[config.mk]
export PLATFORM = sky130hd
export DESIGN_NAME = unique_key_stack_flat
export DESIGN_NICKNAME = d
export VERILOG_FILES = /design/src/hdl/uks_pkg.sv /design/src/hdl/uks_if.sv /design/src/hdl/unique_key_stack.sv /design/src/flat_wrapper.sv
export SDC_FILE = /design/constraint.sdc
export NUM_CORES = 2
export LEC_CHECK = 0
export ABC_AREA = 0
export CORE_MARGIN = 1.5
export CORE_UTILIZATION = 50
export CTS_CLUSTER_SIZE = 30
export DETAILED_ROUTE_END_ITERATION = 7
export DONT_BUFFER_PORTS = 1
export GPL_TIMING_DRIVEN = 1
export SLEW_MARGIN = 20
export SYNTH_ARGS = -nofsm -noshare
export SYNTH_HDL_FRONTEND = slang
export SYNTH_SLANG_ARGS = --single-unit
[constraint.sdc]
create_clock -name clk -period 5.95 [get_ports clk]
set_clock_uncertainty 0.15 [all_clocks]
set_input_delay 0.8925 -clock clk [delete_from_list [all_inputs] [get_ports clk]]
set_output_delay 0.8925 -clock clk [all_outputs]
set_load 0.02 [all_outputs]
[src/hdl/uks_pkg.sv]
// uks_pkg: shared types and constants for the unique key stack
// command and status codes, state encoding and default depth
// no dependencies
package uks_pkg;

  localparam int KEY_W     = 32;
  localparam int CMD_W     = 2;
  localparam int STATUS_W  = 2;
  localparam int COUNT_W   = 7;
  localparam int UKS_DEPTH = 64;

  typedef logic [CMD_W-1:0]         cmd_t;
  typedef logic [STATUS_W-1:0]      status_t;
  typedef logic signed [KEY_W-1:0]  key_t;
  typedef logic [COUNT_W-1:0]       count_t;

  localparam cmd_t CMD_PUSH   = 2'd0;
  localparam cmd_t CMD_POP    = 2'd1;
  localparam cmd_t CMD_SEARCH = 2'd2;

  localparam status_t STAT_OK    = 2'd0;
  localparam status_t STAT_FULL  = 2'd1;
  localparam status_t STAT_DUP   = 2'd2;
  localparam status_t STAT_EMPTY = 2'd3;

  typedef enum logic [1:0] {
    S_IDLE,
    S_SCAN,
    S_POP,
    S_RESP
  } state_t;

endpackage

[src/hdl/uks_if.sv]
// uks_in_if and uks_out_if: valid/ready channels of the unique key stack
// depends on uks_pkg for field types
interface uks_in_if;
  import uks_pkg::*;

  logic valid;
  logic ready;
  cmd_t cmd;
  key_t key;

  modport source (output valid, output cmd, output key, input ready);
  modport sink (input valid, input cmd, input key, output ready);
endinterface

interface uks_out_if;
  import uks_pkg::*;

  logic    valid;
  logic    ready;
  status_t status;
  key_t    key_out;
  logic    found;
  count_t  count;
  logic    is_full;
  logic    is_empty;

  modport source (output valid, output status, output key_out, output found, output count,
                  output is_full, output is_empty, input ready);
  modport sink (input valid, input status, input key_out, input found, input count,
                input is_full, input is_empty, output ready);
endinterface

[src/hdl/unique_key_stack.sv]
// unique_key_stack: LIFO key stack with duplicate rejection in one key memory
// push and search scan stored keys one a cycle through the memory read port
// depends on uks_pkg, uks_in_if and uks_out_if
// one item in flight; the next transfer is taken once the result is in the output register
// the scan reads one memory entry a cycle, so push and search take longer the more keys are stored
// reset: synchronous active-low rst_n empties the stack; key memory is not cleared
module unique_key_stack #(
  parameter int STACK_DEPTH = uks_pkg::UKS_DEPTH
) (
  input logic      clk,
  input logic      rst_n,
  uks_in_if.sink   in_if,
  uks_out_if.source out_if
);
  import uks_pkg::*;

  localparam int AW = (STACK_DEPTH > 1) ? $clog2(STACK_DEPTH) : 1;
  localparam int CW = $clog2(STACK_DEPTH + 1);
  localparam int XW = (CW > COUNT_W) ? CW : COUNT_W;

  key_t mem [STACK_DEPTH];

  state_t        state_r, state_nxt;
  logic [CW-1:0] cnt_r, cnt_nxt;
  logic [AW-1:0] addr_r, addr_nxt;
  cmd_t          cmd_r, cmd_nxt;
  key_t          key_r, key_nxt;
  key_t          rd_data_r;
  status_t       res_status_r, res_status_nxt;
  key_t          res_key_r, res_key_nxt;
  logic          res_found_r, res_found_nxt;

  logic          out_valid_r, out_valid_nxt;
  status_t       out_status_r, out_status_nxt;
  key_t          out_key_r, out_key_nxt;
  logic          out_found_r, out_found_nxt;
  count_t        out_count_r, out_count_nxt;
  logic          out_full_r, out_full_nxt;
  logic          out_empty_r, out_empty_nxt;

  logic          wr_en;
  logic [AW-1:0] wr_addr;
  key_t          wr_data;
  logic          rd_en;
  logic [AW-1:0] rd_addr;

  logic          in_xfer;
  logic          out_free;
  logic          full;
  logic          empty;
  logic          hit;
  logic          last;
  logic [CW-1:0] cnt_m1;
  logic [CW-1:0] addr_ext;
  logic [XW-1:0] cnt_x;

  assign in_if.ready = (state_r == S_IDLE);
  assign in_xfer     = in_if.valid && in_if.ready;
  assign out_free    = !out_valid_r || out_if.ready;
  assign full        = (cnt_r == CW'(STACK_DEPTH));
  assign empty       = (cnt_r == '0);
  assign cnt_m1      = cnt_r - CW'(1);
  assign addr_ext    = CW'(addr_r);
  assign hit         = (rd_data_r == key_r);
  assign last        = ((addr_ext + CW'(1)) == cnt_r);
  assign cnt_x       = XW'(cnt_r);
  assign wr_addr     = cnt_r[AW-1:0];
  // push onto an empty stack writes the key straight from the input transfer
  assign wr_data     = (state_r == S_IDLE) ? in_if.key : key_r;

  // next state
  always_comb begin
    state_nxt = state_r;
    case (state_r)
      S_IDLE: begin
        if (in_xfer) begin
          case (in_if.cmd)
            CMD_PUSH:   state_nxt = (full || empty) ? S_RESP : S_SCAN;
            CMD_POP:    state_nxt = empty ? S_RESP : S_POP;
            CMD_SEARCH: state_nxt = empty ? S_RESP : S_SCAN;
            default:    state_nxt = S_RESP;
          endcase
        end
      end
      S_SCAN: begin
        if (hit || last) state_nxt = S_RESP;
      end
      S_POP:  state_nxt = S_RESP;
      S_RESP: begin
        if (out_free) state_nxt = S_IDLE;
      end
      default: state_nxt = S_IDLE;
    endcase
  end

  // datapath and outputs
  always_comb begin
    cnt_nxt        = cnt_r;
    addr_nxt       = addr_r;
    cmd_nxt        = cmd_r;
    key_nxt        = key_r;
    res_status_nxt = res_status_r;
    res_key_nxt    = res_key_r;
    res_found_nxt  = res_found_r;
    wr_en          = 1'b0;
    rd_en          = 1'b0;
    rd_addr        = '0;
    out_valid_nxt  = out_valid_r && !out_if.ready;
    out_status_nxt = out_status_r;
    out_key_nxt    = out_key_r;
    out_found_nxt  = out_found_r;
    out_count_nxt  = out_count_r;
    out_full_nxt   = out_full_r;
    out_empty_nxt  = out_empty_r;
    case (state_r)
      S_IDLE: begin
        if (in_xfer) begin
          cmd_nxt        = in_if.cmd;
          key_nxt        = in_if.key;
          res_status_nxt = STAT_OK;
          res_key_nxt    = '0;
          res_found_nxt  = 1'b0;
          addr_nxt       = '0;
          case (in_if.cmd)
            CMD_PUSH: begin
              if (full) begin
                res_status_nxt = STAT_FULL;
              end else if (empty) begin
                wr_en   = 1'b1;
                cnt_nxt = cnt_r + CW'(1);
              end else begin
                rd_en = 1'b1;
              end
            end
            CMD_POP: begin
              if (empty) begin
                res_status_nxt = STAT_EMPTY;
              end else begin
                rd_en   = 1'b1;
                rd_addr = cnt_m1[AW-1:0];
              end
            end
            CMD_SEARCH: begin
              if (!empty) rd_en = 1'b1;
            end
            default: ;
          endcase
        end
      end
      S_SCAN: begin
        if (hit) begin
          if (cmd_r == CMD_PUSH) res_status_nxt = STAT_DUP;
          else res_found_nxt = 1'b1;
        end else if (last) begin
          if (cmd_r == CMD_PUSH) begin
            wr_en   = 1'b1;
            cnt_nxt = cnt_r + CW'(1);
          end
        end else begin
          rd_en    = 1'b1;
          rd_addr  = addr_r + AW'(1);
          addr_nxt = addr_r + AW'(1);
        end
      end
      S_POP: begin
        res_key_nxt = rd_data_r;
        cnt_nxt     = cnt_m1;
      end
      S_RESP: begin
        if (out_free) begin
          out_valid_nxt  = 1'b1;
          out_status_nxt = res_status_r;
          out_key_nxt    = res_key_r;
          out_found_nxt  = res_found_r;
          out_count_nxt  = cnt_x[COUNT_W-1:0];
          out_full_nxt   = full;
          out_empty_nxt  = empty;
        end
      end
      default: ;
    endcase
  end

  // key memory
  always_ff @(posedge clk) begin
    if (wr_en) mem[wr_addr] <= wr_data;
    if (rd_en) rd_data_r <= mem[rd_addr];
  end

  always_ff @(posedge clk) begin
    if (!rst_n) begin
      state_r     <= S_IDLE;
      cnt_r       <= '0;
      out_valid_r <= 1'b0;
    end else begin
      state_r     <= state_nxt;
      cnt_r       <= cnt_nxt;
      out_valid_r <= out_valid_nxt;
    end
  end

  always_ff @(posedge clk) begin
    addr_r       <= addr_nxt;
    cmd_r        <= cmd_nxt;
    key_r        <= key_nxt;
    res_status_r <= res_status_nxt;
    res_key_r    <= res_key_nxt;
    res_found_r  <= res_found_nxt;
    out_status_r <= out_status_nxt;
    out_key_r    <= out_key_nxt;
    out_found_r  <= out_found_nxt;
    out_count_r  <= out_count_nxt;
    out_full_r   <= out_full_nxt;
    out_empty_r  <= out_empty_nxt;
  end

  assign out_if.valid    = out_valid_r;
  assign out_if.status   = out_status_r;
  assign out_if.key_out  = out_key_r;
  assign out_if.found    = out_found_r;
  assign out_if.count    = out_count_r;
  assign out_if.is_full  = out_full_r;
  assign out_if.is_empty = out_empty_r;

  a_cnt_bound: assert property (@(posedge clk) disable iff (!rst_n)
    cnt_r <= CW'(STACK_DEPTH))
    else $error("stack count beyond depth");

  a_no_write_full: assert property (@(posedge clk) disable iff (!rst_n)
    wr_en |-> !full)
    else $error("memory write on a full stack");

  a_scan_in_range: assert property (@(posedge clk) disable iff (!rst_n)
    (state_r == S_SCAN) |-> (addr_ext < cnt_r))
    else $error("scan address beyond stored keys");

  a_cnt_step: assert property (@(posedge clk) disable iff (!rst_n)
    $past(rst_n) |-> (cnt_r == $past(cnt_r)) || (cnt_r == $past(cnt_r) + CW'(1))
                     || (cnt_r == $past(cnt_r) - CW'(1)))
    else $error("stack count moved by more than one");

  a_empty_flag: assert property (@(posedge clk) disable iff (!rst_n)
    (out_valid_r && (out_status_r == STAT_EMPTY)) |-> out_empty_r)
    else $error("empty status without empty flag");

endmodule

[src/flat_wrapper.sv]
// flat-port wrapper written by rule: the top's interface ports become plain ports
module unique_key_stack_flat import uks_pkg::*;
#(
  parameter int STACK_DEPTH = uks_pkg::UKS_DEPTH
)
  (clk, rst_n, in_if_valid, in_if_cmd, in_if_key, in_if_ready, out_if_valid, out_if_status, out_if_key_out, out_if_found, out_if_count, out_if_is_full, out_if_is_empty, out_if_ready);
  uks_in_if in_if_i ();
  uks_out_if out_if_i ();
  input logic clk;
  input logic rst_n;
  input wire logic [$bits(in_if_i.valid)-1:0] in_if_valid;
  input wire logic [$bits(in_if_i.cmd)-1:0] in_if_cmd;
  input wire logic [$bits(in_if_i.key)-1:0] in_if_key;
  output wire logic [$bits(in_if_i.ready)-1:0] in_if_ready;
  output wire logic [$bits(out_if_i.valid)-1:0] out_if_valid;
  output wire logic [$bits(out_if_i.status)-1:0] out_if_status;
  output wire logic [$bits(out_if_i.key_out)-1:0] out_if_key_out;
  output wire logic [$bits(out_if_i.found)-1:0] out_if_found;
  output wire logic [$bits(out_if_i.count)-1:0] out_if_count;
  output wire logic [$bits(out_if_i.is_full)-1:0] out_if_is_full;
  output wire logic [$bits(out_if_i.is_empty)-1:0] out_if_is_empty;
  input wire logic [$bits(out_if_i.ready)-1:0] out_if_ready;
  assign in_if_i.valid = in_if_valid;
  assign in_if_i.cmd = in_if_cmd;
  assign in_if_i.key = in_if_key;
  assign in_if_ready = in_if_i.ready;
  assign out_if_valid = out_if_i.valid;
  assign out_if_status = out_if_i.status;
  assign out_if_key_out = out_if_i.key_out;
  assign out_if_found = out_if_i.found;
  assign out_if_count = out_if_i.count;
  assign out_if_is_full = out_if_i.is_full;
  assign out_if_is_empty = out_if_i.is_empty;
  assign out_if_i.ready = out_if_ready;
  unique_key_stack #(.STACK_DEPTH(STACK_DEPTH)) u_core (.clk(clk), .rst_n(rst_n), .in_if(in_if_i), .out_if(out_if_i));
endmodule
==> metrics <==
outcome finished, violations left; violated checks antenna violations, negative setup slack; category of cells accounting for the largest share of critical-path delay simple AND/OR/NAND/NOR gates; start point of the critical path u_core.rd_data_r[29]; Area Overhead vs Synth 13.05%; Tightest Hold Check Type input pin to flip-flop; Register-to-Register Setup Slack -20 ps; Die Span Y 419.7 µm; vias in the first global route about 51k; CTS buffer count around 220; core region area 0.1721 mm²; combined area of all synthesized cells 0.08680 mm²; origin of the critical flop-to-flop path u_core.rd_data_r[29]; Rel. slew slack 22.14%; kind of start point of the critical path flip-flop; Final nets 6495; Pleak 33.13 nW; WP data required 6350 ps; number of placement rows 152; worst reg-to-reg path cell count 13; setup slack of the critical path after layout -22.70 ps; wire length of the first global-routing pass 364200 µm; total of buffers placed on input and output ports 0; latest clock arrival within the worst-skew pair between 800 and 900 ps; Synth Instances 6334; detailed-placement wirelength estimate between 100000 and 150000 µm; setup repair after global routing missed its margin no; total clock sinks 2209; number of flops mapped to enable cells by yosys 2199; CP Depth 13; # Max-Cap Violations 0; kind of critical path flip-flop to flip-flop; largest net degree at the start of global routing 121; Fin. Hold Viols 0; GRT Resource Usage Total 28.69%; share of cells above drive strength 1 10.54%; Final setup viols 1; most instantiated library cell after synthesis sky130_fd_sc_hd__edfxtp_1; largest area contributor in the netlist sky130_fd_sc_hd__edfxtp_1; number of different library cells in the post-synthesis netlist 67; post-route ant nets 1; final worst-path cycle share 100.4%; portion of the post-synthesis area used by sequential elements roughly three quarters; Slowest Stage Delay on Critical Path 750 ps; critical path cell sequence xor2_1 > nor4_1 > nand4_1 > o22ai_2 > o22ai_4 > nor2_4 > buf_12 > nand3_1 > nand3_1 > o22ai_1 > a311oi_1 > buf_4 > nand4_1; area share of the largest cell type after synthesis 76.07%; # IOs 84; share of synthesized flip-flops with an asynchronous set or reset 0%; initial detailed-routing violation count around 8k; area of placed instances 0.09097 mm²; maximum achievable frequency 167.4 MHz; maximum net fanout on the critical path 31; filler cell count 13.47k; most used flip-flop cell after synthesis sky130_fd_sc_hd__edfxtp_1; Clock transition at path regs approximately 60 ps; number of pins with negative max-slew slack in the final report 0; Post-CTS Setup Repair Bufs 0; Worst Max-Slew Pin Slew approximately 1200 ps; endpoint of the most critical register-to-register path u_core.rd_data_r[22]; total power draw 46.90 mW; total wire length 253800 µm; hold path startpoint out_if_ready; deepest level of the CTS H-tree 4; minimum clock period between 5000 and 6000 ps; total DRC errors in the routed layout 0; vias after detailed routing approximately 54k; final instance area 0.09813 mm²; Seq cells post-synth ~2.2k; number of synthesis warnings 0; overall overflow remaining after global route 0; DR pass1 iterations 6; final weighted congestion in routability-driven placement between 0.9 and 1; width of the chip approximately 420 µm; Die ar. 0.1761 mm²; end-of-flow core utilization between 50% and 60%; drt wl/cell 28.38 µm; syn_nets 6383; synth cell count leaders sky130_fd_sc_hd__edfxtp_1 (2199), sky130_fd_sc_hd__nand2_1 (1835), sky130_fd_sc_hd__nand3_1 (622); capturing element of the worst setup path u_core.rd_data_r[22]; Crit-path slowest cell sky130_fd_sc_hd__nor2_4; per-cell via count in the routed design 6.088; clock tree from TritonCTS done; count of buffering cells on the critical path with inverters included 2; Avg Synthesized Cell Area 13.70 µm²; antenna violations before repair 5; Setup TNS Final -22.70 ps; Max VDD drop ~0.3 mV; buffers from clock root to sink, at most 3; areal power density over the cells 477.9 mW/mm²; sort of element at the end of the critical path flip-flop; effective utilization at floorplan 50.43%; library cell used as clock root buffer sky130_fd_sc_hd__clkbuf_16; cell types with the largest area share after synthesis sky130_fd_sc_hd__edfxtp_1 (76%), sky130_fd_sc_hd__nand2_1 (7.9%), sky130_fd_sc_hd__nand3_1 (3.6%); Data arrival, critical path 6370 ps
==> layout by cell type (no fill, tap or decap), types with 8 or more instances in the layout <==
cell type | synthesis | layout
sky130_fd_sc_hd__diode_2 | 0 | 8
sky130_fd_sc_hd__a211oi_1 | 8 | 8
sky130_fd_sc_hd__a311oi_1 | 69 | 61
sky130_fd_sc_hd__a21o_1 | 8 | 8
sky130_fd_sc_hd__edfxtp_1 | 2199 | 2199
sky130_fd_sc_hd__dlygate4sd3_1 | 0 | 35
sky130_fd_sc_hd__nor4_1 | 8 | 8
sky130_fd_sc_hd__clkinv_2 | 0 | 42
sky130_fd_sc_hd__o22ai_1 | 29 | 26
sky130_fd_sc_hd__and3_1 | 99 | 98
sky130_fd_sc_hd__dfxtp_1 | 10 | 10
sky130_fd_sc_hd__mux2i_1 | 87 | 87
sky130_fd_sc_hd__clkbuf_1 | 163 | 43
sky130_fd_sc_hd__mux2_2 | 32 | 32
sky130_fd_sc_hd__or3_1 | 11 | 11
sky130_fd_sc_hd__o221ai_1 | 8 | 8
sky130_fd_sc_hd__a31oi_1 | 174 | 174
sky130_fd_sc_hd__clkbuf_16 | 0 | 219
sky130_fd_sc_hd__and2_1 | 36 | 36
sky130_fd_sc_hd__nor2_4 | 0 | 66
sky130_fd_sc_hd__xnor2_1 | 8 | 8
sky130_fd_sc_hd__o211ai_1 | 37 | 37
sky130_fd_sc_hd__xor2_1 | 38 | 38
sky130_fd_sc_hd__nor2_1 | 128 | 60
sky130_fd_sc_hd__a311oi_2 | 0 | 8
sky130_fd_sc_hd__nand2_1 | 1835 | 1835
sky130_fd_sc_hd__a21oi_1 | 161 | 160
sky130_fd_sc_hd__inv_1 | 17 | 17
sky130_fd_sc_hd__nand3_1 | 622 | 622
sky130_fd_sc_hd__buf_4 | 29 | 222
sky130_fd_sc_hd__buf_12 | 0 | 39
sky130_fd_sc_hd__nor3_1 | 10 | 8
sky130_fd_sc_hd__bufinv_16 | 0 | 15
sky130_fd_sc_hd__nand4_1 | 40 | 40
sky130_fd_sc_hd__clkinv_1 | 0 | 57
sky130_fd_sc_hd__a32o_1 | 21 | 21
sky130_fd_sc_hd__a32oi_1 | 82 | 82
sky130_fd_sc_hd__o21ai_0 | 41 | 40
sky130_fd_sc_hd__or4_1 | 22 | 22
sky130_fd_sc_hd__ha_1 | 11 | 9
==> registers in the layout, summed over array words and instances, names as in the netlist, 6 cells and up <==
register,cells
u_core.addr_r,6
u_core.cnt_r,7
u_core.key_r,32
u_core.mem,2048
u_core.out_if.count,7
u_core.out_if.key_out,32
u_core.rd_data_r,32
u_core.res_key_r,32
==> metrics by stage <==
| stage | instances | hold WS (ps) | setup WS [ps] |
|---|---|---|---|
| after floorplan | 6334 | 250.3 | 598.0 |
| after global placement | 8501 | 250.2 | 293.9 |
| after detailed placement | 8501 | 254.5 | 200.9 |
| after CTS | 8933 | 125.5 | 191.8 |
| after global routing | 8935 | 162.5 | 64.99 |
| final | 8942 | 190.6 | -22.70 |
==> timing repair <==
action	in CTS	in global routing
hold buffers	35	0
hold endpoints to repair	44	0
resized for setup	0	0
==> cell type report <==
class / instances / area [µm²] / area share [%]
diodes: 8 / 20.02 / 0.02040
inverters: 17 / 63.81 / 0.06503
flip-flops and latches: 2209 / 66230 / 67.49
clock inverters: 135 / 1135 / 1.156
multi-input cells: 3705 / 19350 / 19.72
repair buffers: 296 / 2798 / 2.851
well taps: 2310 / 2890 / 2.945
clock buffers: 262 / 5642 / 5.749
==> per-layer routing <==
layer	global-route usage (%)	part of all wire, %	vias up
met3	6.115	12	380
met2	41.19	43	3034
li1	-	-	23740
met4	10.25	3.6	0
met5	0	0	-
met1	43.21	42	27290
==> power by group <==
part	internal [mW]	switching [mW]	leakage (nW)
logic	3.36	10.4	9.90
clock network	7.38	5.85	3.31
registers	19.6	0.325	19.9
==> kinds of logic (layout without fill, tap and decap cells) <==
| logic type | count (synthesis) | count (layout) | synth area share [%] |
|---|---|---|---|
| and+or+nand+nor | 2837 | 2837 | 13.95 |
| DFF | 2209 | 2209 | 76.30 |
| AOI/OAI and AO/OA | 691 | 691 | 5.492 |
| buffers and inverters | 420 | 710 | 2.191 |
| muxes | 119 | 119 | 1.418 |
| xor gates and xnor gates | 47 | 47 | 0.4915 |
| adders and majority gates | 11 | 11 | 0.1586 |
| other | 0 | 8 | 0 |
==> worst min path at each step <==
stage	end	cells past startpoint	slack (ps)
3_3_place_gp	u_core.out_if.status[1]	0	250
2_1_floorplan	u_core.out_if.found	0	250
3_5_place_dp	u_core.out_if.key_out[13]	0	250
4_1_cts	u_core.out_if.valid	2	130
6_report	u_core.out_if.valid	2	190
5_1_grt	u_core.out_if.valid	2	160
Power figures use the tool's default switching activity.
